## src/hw/rtl/lar_div_cell.sv

```systemverilog
`timescale 1ns / 1ps
module lar_div_cell #(
    parameter int RW = 32,
    parameter int QW = 31,
    parameter int NW = 1
) (
    input  logic          i_clk,
    input  logic          i_en,
    input  logic [RW-1:0] i_rem,
    input  logic [RW-1:0] i_den,
    input  logic [QW-1:0] i_quo,
    input  logic [NW-1:0] i_num,
    output logic [RW-1:0] o_rem,
    output logic [RW-1:0] o_den,
    output logic [QW-1:0] o_quo,
    output logic [NW-1:0] o_num
);
    logic [RW-1:0] r_rem;
    logic [RW-1:0] r_den;
    logic [QW-1:0] r_quo;
    logic [NW-1:0] r_num;
    logic [RW-1:0] t;
    logic          ge;

    assign t  = {i_rem[RW-2:0], i_num[NW-1]};
    assign ge = (t >= i_den);

    always_ff @(posedge i_clk) begin
        if (i_en) begin
            r_rem <= ge ? (t - i_den) : t;
            r_den <= i_den;
            r_quo <= {i_quo[QW-2:0], ge};
            r_num <= i_num << 1;
        end
    end

    assign o_rem = r_rem;
    assign o_den = r_den;
    assign o_quo = r_quo;
    assign o_num = r_num;
endmodule

```

## config.mk

```make
export PLATFORM = sky130hd
export DESIGN_NAME = lar_div_cell
export DESIGN_NICKNAME = d
export VERILOG_FILES = /design/src/hw/rtl/lar_div_cell.sv
export SDC_FILE = /design/constraint.sdc
export NUM_CORES = 1
export LEC_CHECK = 0
export BUFFER_PORTS_ARGS = -buffer_cell sky130_fd_sc_hd__buf_2
export CELL_PAD_IN_SITES_DETAIL_PLACEMENT = 0
export CELL_PAD_IN_SITES_GLOBAL_PLACEMENT = 1
export CORE_UTILIZATION = 38
export DETAILED_ROUTE_END_ITERATION = 10
export PLACE_DENSITY_LB_ADDON = 0.12
export SLEW_MARGIN = 5
export SYNTH_ARGS = -nofsm -noshare
export SYNTH_HDL_FRONTEND = slang
export SYNTH_SLANG_ARGS = --single-unit
```

## constraint.sdc

```tcl
create_clock -name i_clk -period 3.65 [get_ports i_clk]
set_input_delay 0.1825 -clock i_clk [delete_from_list [all_inputs] [get_ports i_clk]]
set_output_delay 0.1825 -clock i_clk [all_outputs]
set_load 0.05 [all_outputs]
```

==> run metrics, run 1 <==
Worst Setup Path Type in -> reg; most frequent cells in the layout 189 x buf_2, 95 x edfxtp_1, 37 x inv_1, 32 x ha_1, 31 x a21oi_1; Achievable Freq 352 MHz; H-tree lvl count 3; status complete, no violations; top_reg_cell synth edfxtp_1; first-pass GRT wire length 18800 microns; share of layout cells above drive strength 1 39.4%; total CTS buffers 9; Worst-Margin Slew 0.766 ns; Tcrit/Tclk final 77.9%; Post-layout nets 737; slew margin rel. 48.9%; antenna cells 0; Worst Hold Depth 1; P per Cell Area 514 nW/um^2; RSZ-0062 raised after global routing false; DP HPWL 9280 microns; TritonCTS clock tree yes; leakage 2.91 nW; Core Area 13200 sq um; Routed Wire Length ~12000 microns; Tot GR Track Use ~17%; antenna viol nets, final 0; Initial DRT Pass Iterations 5; IR drop worst, VDD 0.296 mV; fraction of registers with async set/reset 0%; worst min path class in -> reg; Mapped Cells 418; post-CTS setup buffers 0; DP Area 6300 sq um; max-slew violations 0; initial antenna violation count 2; final hold viol count 0; Final Instance Area around 6600 sq um; Max-cap violations 0; first-iteration detailed-routing DRC count 220; Tot Pwr 3.40 mW; Reg clk slew, reported paths 0.07 ns; clock period minus worst slack between 2 and 3 ns; Final TNS setup 0 ns; startpoint types input pin; CTS resizes 0; Req. time, crit path 3.74 ns; drt drc 0; cts hold-fix bufs 0; Via density 5.05; Horiz. Die Dim 119 microns; Crit. End Element register; most common cell after layout, fill and taps aside buf_2; Clock Path Buffers 2; Initial Util 39.1%; Post-synth EDFFs 95; post-synth cell types 57; grt ovf 0; largest net degree at the start of global routing 61; vias in the first global route between 3000 and 4000; Die H ~120 microns; multi-input logic area 2090 sq um; Seq/Total Area, Yosys 55.1%; fill count 1256; I/O Buffers 190; GPL Wtd Cong between 0.8 and 0.9; yosys warns 0; area growth from synthesis to layout 27.9%; Vias 3976; Rows 42; synthesized net count 549; CTS root buf clkbuf_16; detailed-route wire length per cell 15.3 microns; Ports 194; Reg area 2850 sq um; clock sinks 95; Seq cells post-synth 95; die area between 10000 and 15000 sq um; mapped cell area 5170 sq um; # setup viols final 0; crit path max fanout 33; mean post-synth cell area 12.4 sq um; Worst EP arrival approximately 2.9 ns
## cells in the mapped netlist, drive strengths merged, types with 2 or more instances
cell type	n	area share, %
a211oi	5	0.97
a21o	8	1.2
a21oi	33	3.5
a311oi	2	0.46
and2	4	0.48
and3	3	0.36
buf	5	0.89
clkbuf	12	0.87
edfxtp	95	55
ha	32	7.7
inv	37	2.7
mux2	30	6.5
mux2i	2	0.39
nand2	20	1.5
nand2b	5	0.60
nand3	8	0.77
nand4	7	0.85
nor2	17	1.2
nor2b	5	0.60
nor4	2	0.24
o211ai	6	0.87
o21a	6	0.87
o21ai	17	1.6
o21bai	5	0.73
o41ai	3	0.65
xnor2	18	3.0
xor2	10	1.7
## kinds of logic after synthesis
logic type      synth area share [%]
buf+inv                         4.45
mux                             6.91
compound gates                  13.6
simple gates                    6.99
other cells                   0.0725
fa+ha+maj                       8.12
xor+xnor                        4.74
flops                           55.1
## power breakdown
| group | switching (mW) | internal (mW) | total, mW | leakage, nW |
|---|---|---|---|---|
| Combinational | 0.703 | 0.316 | 1.02 | 1.83 |
| Clock | 0.413 | 0.606 | 1.02 | 0.157 |
| Sequential | 0.0282 | 1.34 | 1.36 | 0.930 |
| Total | 1.14 | 2.26 | 3.40 | 2.91 |
## metal layers
| metal | global-route usage (%) | share of wire (%) |
|---|---|---|
| met1 | 22.2 | 46 |
| met2 | 28.3 | 46 |
| met3 | 3.81 | 6.2 |
| met4 | 5.93 | 1.4 |
| met5 | 0 | 0.12 |
## final timing paths
path	start	endpoint
max	i_num	o_rem[31]
min	i_quo[24]	o_quo[25]
## area by class of cell
class / count / share of cell area [%]
flip-flops and latches: 95 / 43.1
clock buffers: 10 / 3.46
well taps: 176 / 3.33
clock inverters: 6 / 1.38
multi-input cells: 269 / 31.6
repair buffers: 194 / 15.0
inverters: 37 / 2.10
## per-stage QoR
stage / setup WS, ns / utilization, % / hold WS [ns] / instances
finish: 0.805 / 50.0 / 0.0110 / 787
global placement: 0.489 / 47.6 / 0.360 / 771
detailed placement: 0.461 / 47.6 / 0.361 / 771
global route: 0.637 / 50.0 / 0.00335 / 787
floorplan: 0.899 / - / 0.281 / 418
CTS: 0.800 / 50.0 / 0.00147 / 787
## worst max-delay path, cell delays in order
cell	delay (ns)
buf_2	0.10
inv_1	0.07
ha_1	0.18
fa_1	0.22
nor2b_1	0.07
o31a_1	0.30
o41ai_2	0.41
a21oi_2	0.21
o21ai_1	0.18
a21oi_1	0.12
a211oi_4	0.26
buf_12	0.26
mux2_2	0.36
## flip-flops by register name, indices dropped and copies added, names as in the netlist
name   count
o_quo     31
o_den     32
o_rem     32
(Power assumes the default switching activity.)
==> run 2: changes to the inputs <==
- CORE_UTILIZATION: 38 -> 35
- clock period: 3.65 -> 2.4 ns (I/O delays scaled with it)
==> run 2 against run 1 <==
Against the previous run:
- the flow now finishes with violations (negative setup slack)
- sequential share of layout area fell by 7.8 points
- die area rose by 8.4%
- utilization increased by 5.9 points
- setup slack worse by 0.84 ns
- via count grew 13%
- sequential cell count is the same
- final area rose by 22%
- largest cell class unchanged
==> run metrics, run 2 (synthesis gave the netlist of run 1 again) <==
fill count 1294 (+3.0%); Rows 44 (+4.8%); Clock Path Buffers 2 (unchanged); Req. time, crit path 2.50 ns (-1.24 ns); GPL Wtd Cong 0.915 (+9.9%); violated checks negative setup slack; Worst-Margin Slew 0.562 ns (-0.204 ns); Die H 124 microns (+4.1%); most common cell after layout, fill and taps aside buf_2; slew margin rel. 62.2% (+13 points); RSZ-0062 raised after global routing true; Worst Setup EP o_rem[11]; DP HPWL 10500 microns (+13%); Final WS setup -0.0386 ns (-0.844 ns); dpl cells 866 (+12%); Tot Pwr 5.37 mW (+58%); vias in the first global route 4519 (+18%); Worst Setup Path Type in -> reg; crit path max fanout 12 (-64%); Reg clk slew, reported paths 0.07 ns (about the same); Final Non-Filler Cells 944 (+20%); TritonCTS clock tree yes; CTS root buf clkbuf_16; IR drop worst, VDD 0.431 mV (+45%); die area 15300 sq um (+8.4%); total CTS buffers 9 (unchanged); worst min path class in -> reg; Initial DRT Pass Iterations 4 (-1); Ports 194 (unchanged); drt drc 0 (unchanged); antenna cells 0 (unchanged); Achievable Freq 410 MHz; leakage 3.68 nW (+26%); DP Worst Slack -0.717 ns (-1.18 ns); first-iteration detailed-routing DRC count 204 (-7.3%); Hold WS 0.0167 ns (+0.00567 ns); Tcrit/Tclk final 102%; Initial Util 35.7% (-3.3 points); clock sinks 95 (unchanged); detailed-route wire length per cell 15.0 microns (-1.9%); startpoint types input pin; area growth from synthesis to layout 56.3%; Via density 4.77 (-5.5%); Core Area 14500 sq um (+9.3%); share of layout cells above drive strength 1 46.3% (+6.9 points); final hold viol count 0 (unchanged); Routed Wire Length 14100 microns (+18%); max-slew violations 0 (unchanged); # setup viols final 21 (+21); Crit. End Element register; P per Cell Area 664 nW/um^2 (+29%); largest net degree at the start of global routing 63 (+3.3%); Max-cap violations 0 (unchanged); Horiz. Die Dim 124 microns (+4.1%); H-tree lvl count 3 (unchanged); status finished with violations; antenna viol nets, final 0 (unchanged); I/O Buffers 190 (unchanged); first-pass GRT wire length 21600 microns (+15%); Worst EP arrival 2.54 ns (-0.39 ns); most frequent cells in the layout 188 x buf_2, 95 x edfxtp_1, 91 x buf_4, 57 x dlygate4sd3_1, 33 x inv_1; Tot GR Track Use 18.6% (+1.4 points); Vias 4505 (+13%); initial antenna violation count 0 (-2); grt ovf 0 (unchanged); final core utilization 55.9% (+5.9 points); clock period minus worst slack 2.44 ns; Post-layout nets 886 (+20%); worst setup path startpoint i_num
-- run 2: cell types whose count changed in the layout (fill, tap and decap cells not counted), sizes merged --
cell,delta
bufinv,-2
dlygate4sd3,+57
clkinvlp,+3
clkbuf,-1
buf,+92
-- run 2: where the power goes --
| part | leakage [nW] | total, mW | switching [mW] | internal [mW] |
|---|---|---|---|---|
| Clock | 0.129 | 1.38 | 0.661 | 0.716 |
| Sequential | 0.930 | 2.07 | 0.0426 | 2.03 |
| Combinational | 2.62 | 1.93 | 1.17 | 0.756 |
| Total | 3.68 | 5.37 | 1.87 | 3.50 |
-- run 2: worst max-delay path: stages --
cell      delay [ns]
buf_6           0.11
inv_12          0.05
ha_4            0.12
fa_2            0.20
nor2b_2         0.05
o31a_1          0.27
o41ai_2         0.30
buf_4           0.17
a21oi_2         0.06
o21ai_2         0.14
a21oi_2         0.09
a211oi_4        0.20
buf_6           0.15
buf_12          0.15
mux2_2          0.35
-- run 2: how the worst min path moves through the flow --
stage	start	to	slack (ns)	cells past startpoint
final	i_den[0]	o_den[0]	0.02	1
after floorplan	i_den[0]	o_den[0]	0.22	0
after detailed placement	i_quo[7]	o_quo[8]	0.30	1
after CTS	i_den[0]	o_den[0]	0.0008	1
after global placement	i_quo[7]	o_quo[8]	0.30	1
after global routing	i_den[0]	o_den[0]	0.01	1
-- run 2: routing by layer --
layer	global-route usage, %	wire length, microns	up-vias
met4	6.85	193	0
met5	0	0	-
met2	30.8	6570	156
li1	-	-	2232
met3	2.56	776	10
met1	24.8	6610	2107
-- run 2: area by class of cell --
class	instances	area [sq um]	share of cell area [%]
Sequential cell	95	2850	35.3
Multi-Input combinational cell	269	2270	28.1
Clock buffer	9	225	2.78
Inverter	37	151	1.87
Clock inverter	7	57.6	0.712
Timing Repair Buffer	343	2300	28.4
Tap cell	184	230	2.85
-- run 2: what timing repair did --
action | in CTS | in global routing
hold buffers | 57 | 0
gates resized for setup | 19 | 12
setup buffers | 4 | 1
gates cloned | 1 | 0
setup endpoints to repair | 30 | 32
pin swaps | 1 | 3
hold endpoints to repair | 57 | 0
-- run 2: metrics by stage --
step	setup TNS (ns)	cell area (sq um)
floorplan	-3.75	5270
global placement	-13.80	7070
detailed placement	-14.81	7070
CTS	-0.948	8060
global route	-3.12	8090
finish	-0.354	8090
==> run 3: changes to the inputs <==
- PLACE_DENSITY_LB_ADDON: 0.12 -> 0.3
==> run 3 against run 2 <==
Against the previous run:
- the flow now finishes without violations
- clock power barely moved
- first-iteration DRC count rose by 20%
- via count rose by 0.71%
- critical path depth fell by 4
- largest power group unchanged
==> run metrics, run 3 (synthesis gave the netlist of run 1 again) <==
antenna viol nets, final 0 (unchanged); Worst Hold Depth 1 (unchanged); CP peak stage delay 0.53 ns (+0.18 ns); die area 15300 sq um (unchanged); Hold WS 0.0223 ns (+0.00560 ns); Horiz. Die Dim 124 microns (unchanged); combinational share of power 36.6% (+0.8 points); fill count 1252 (-3.2%); Rows 44 (unchanged); crit path max fanout 7 (-5); I/O Buffers 190 (unchanged); IR drop worst, VDD 0.311 mV (-28%); # setup viols final 0 (-100%); startpoint types input pin; vias in the first global route 4380 (-3.1%); TritonCTS clock tree yes; share of layout cells above drive strength 1 47.4% (+1.0 points); RSZ-0062 raised after global routing true; Reg area 2850 sq um (unchanged); grt ovf 0 (unchanged); initial antenna violation count 1 (+1); CTS root buf clkbuf_16; Final Instance Area 8160 sq um (+0.85%); total CTS buffers 9 (unchanged); Worst EP arrival 2.48 ns (-0.06 ns); clock sinks 95 (unchanged); Routed Wire Length 14700 microns (+3.6%); DP HPWL 10500 microns (-0.36%); CP Depth 11 (-4); worst min path class in -> reg; Via density 4.82 (+1.0%); Post-layout nets 883 (-0.34%); Die H 124 microns (unchanged); drt drc 0 (unchanged); DP Area 6990 sq um (-1.1%); area growth from synthesis to layout 57.6%; Clock Path Buffers 2 (unchanged); Flop pwr share 38.2% (-0.4 points); clock period minus worst slack 2.37 ns (-0.0648 ns); leakage 3.71 nW (+0.91%); CP max stage cell dlygate4sd3_1; Tot GR Track Use 18.7% (+0.11 points); max-slew violations 0 (unchanged); Req. time, crit path 2.50 ns (about the same); detailed-route wire length per cell 15.6 microns (+3.9%); Reg clk slew, reported paths 0.07 ns (about the same); CP top delay family buffers and inverters; GPL Wtd Cong 0.919 (+0.38%); Net Sw Power 1.89 mW (+0.68%); Cell Int Power 3.54 mW (+1.1%); most common cell after layout, fill and taps aside buf_2; worst path bufs/invs 5 (unchanged); first-iteration detailed-routing DRC count 245 (+20%); final hold viol count 0 (unchanged); Max-cap violations 0 (unchanged); Clk pwr share 25.2% (-0.4 points); P per Cell Area 665 nW/um^2 (about the same); Vias 4537 (+0.71%); Worst Setup Path Type in -> reg; status complete, no violations; Core Area 14500 sq um (unchanged); Tcrit/Tclk final 98.9% (-2.7 points); Sw Share 34.8% (-0.091 points); H-tree lvl count 3 (unchanged); Ports 194 (unchanged); Final TNS setup 0 ns (+0.354 ns); multi-input logic area 2310 sq um (+1.7%); Initial DRT Pass Iterations 4 (unchanged); Initial Util 35.7% (unchanged); Crit. End Element register; first-pass GRT wire length 21500 microns (-0.29%); most frequent cells in the layout 187 x buf_2, 95 x edfxtp_1, 86 x buf_4, 59 x dlygate4sd3_1, 34 x inv_1; largest net degree at the start of global routing 68 (+7.9%); Critical Path, Cell by Cell dlygate4sd3_1 -> buf_2 -> inv_1 -> ha_2 -> nand2_1 -> nand2b_1 -> a21o_1 -> a211oi_4 -> buf_6 -> buf_16 -> mux2_2; Achievable Freq 421 MHz (+2.7%)
## run 3: power groups by stage
stage,Sequential (mW),Combinational [mW],Clock (mW)
finish,2.07,1.98,1.37
global route,2.09,2.12,1.46
CTS,2.08,1.90,1.42
detailed placement,2.11,1.77,0
global placement,2.11,1.74,0
floorplan,2.70,0.589,0
## run 3: final cells by class
type                       count  share of cell area [%]
multi-input combinational    269                    28.3
inverter                      37                    1.86
clock inverter                 6                   0.675
antenna                        1                  0.0307
timing repair buffer         340                    28.6
clock buffer                   9                    2.76
sequential                    95                    35.0
tap                          184                    2.82
## run 3: per-stage QoR
step	power (mW)	cells	worst slack, ns	utilization (%)
4_1_cts	5.40	937	0.00384	55.0
3_5_place_dp	3.88	857	-0.408	48.3
2_1_floorplan	3.29	418	-0.147	-
6_report	5.42	941	0.0262	56.3
3_3_place_gp	3.85	857	-0.398	48.3
5_1_grt	5.68	940	-0.111	56.3
## run 3: final timing paths
check / to / startpoint / slack (ns)
worst max-delay path: o_rem[22] / i_den[29] / 0.03
worst min-delay path: o_den[24] / i_den[24] / 0.02
## run 3: timing repair
action                                  CTS  global route
buffers inserted                          5             2
hold buffers                             58             1
endpoints found under the hold margin    58             1
pin swaps                                 0             1
cloned                                    2             1
gates resized for setup                   8            38
endpoints found under the setup margin   25            30
## run 3: routing by layer
metal	vias up	GRT usage, %	wire length, microns
li1	2221	-	-
met5	-	0	0
met3	17	3.53	967
met4	0	7.68	307
met1	2129	23.9	6320
met2	170	31.0	7050
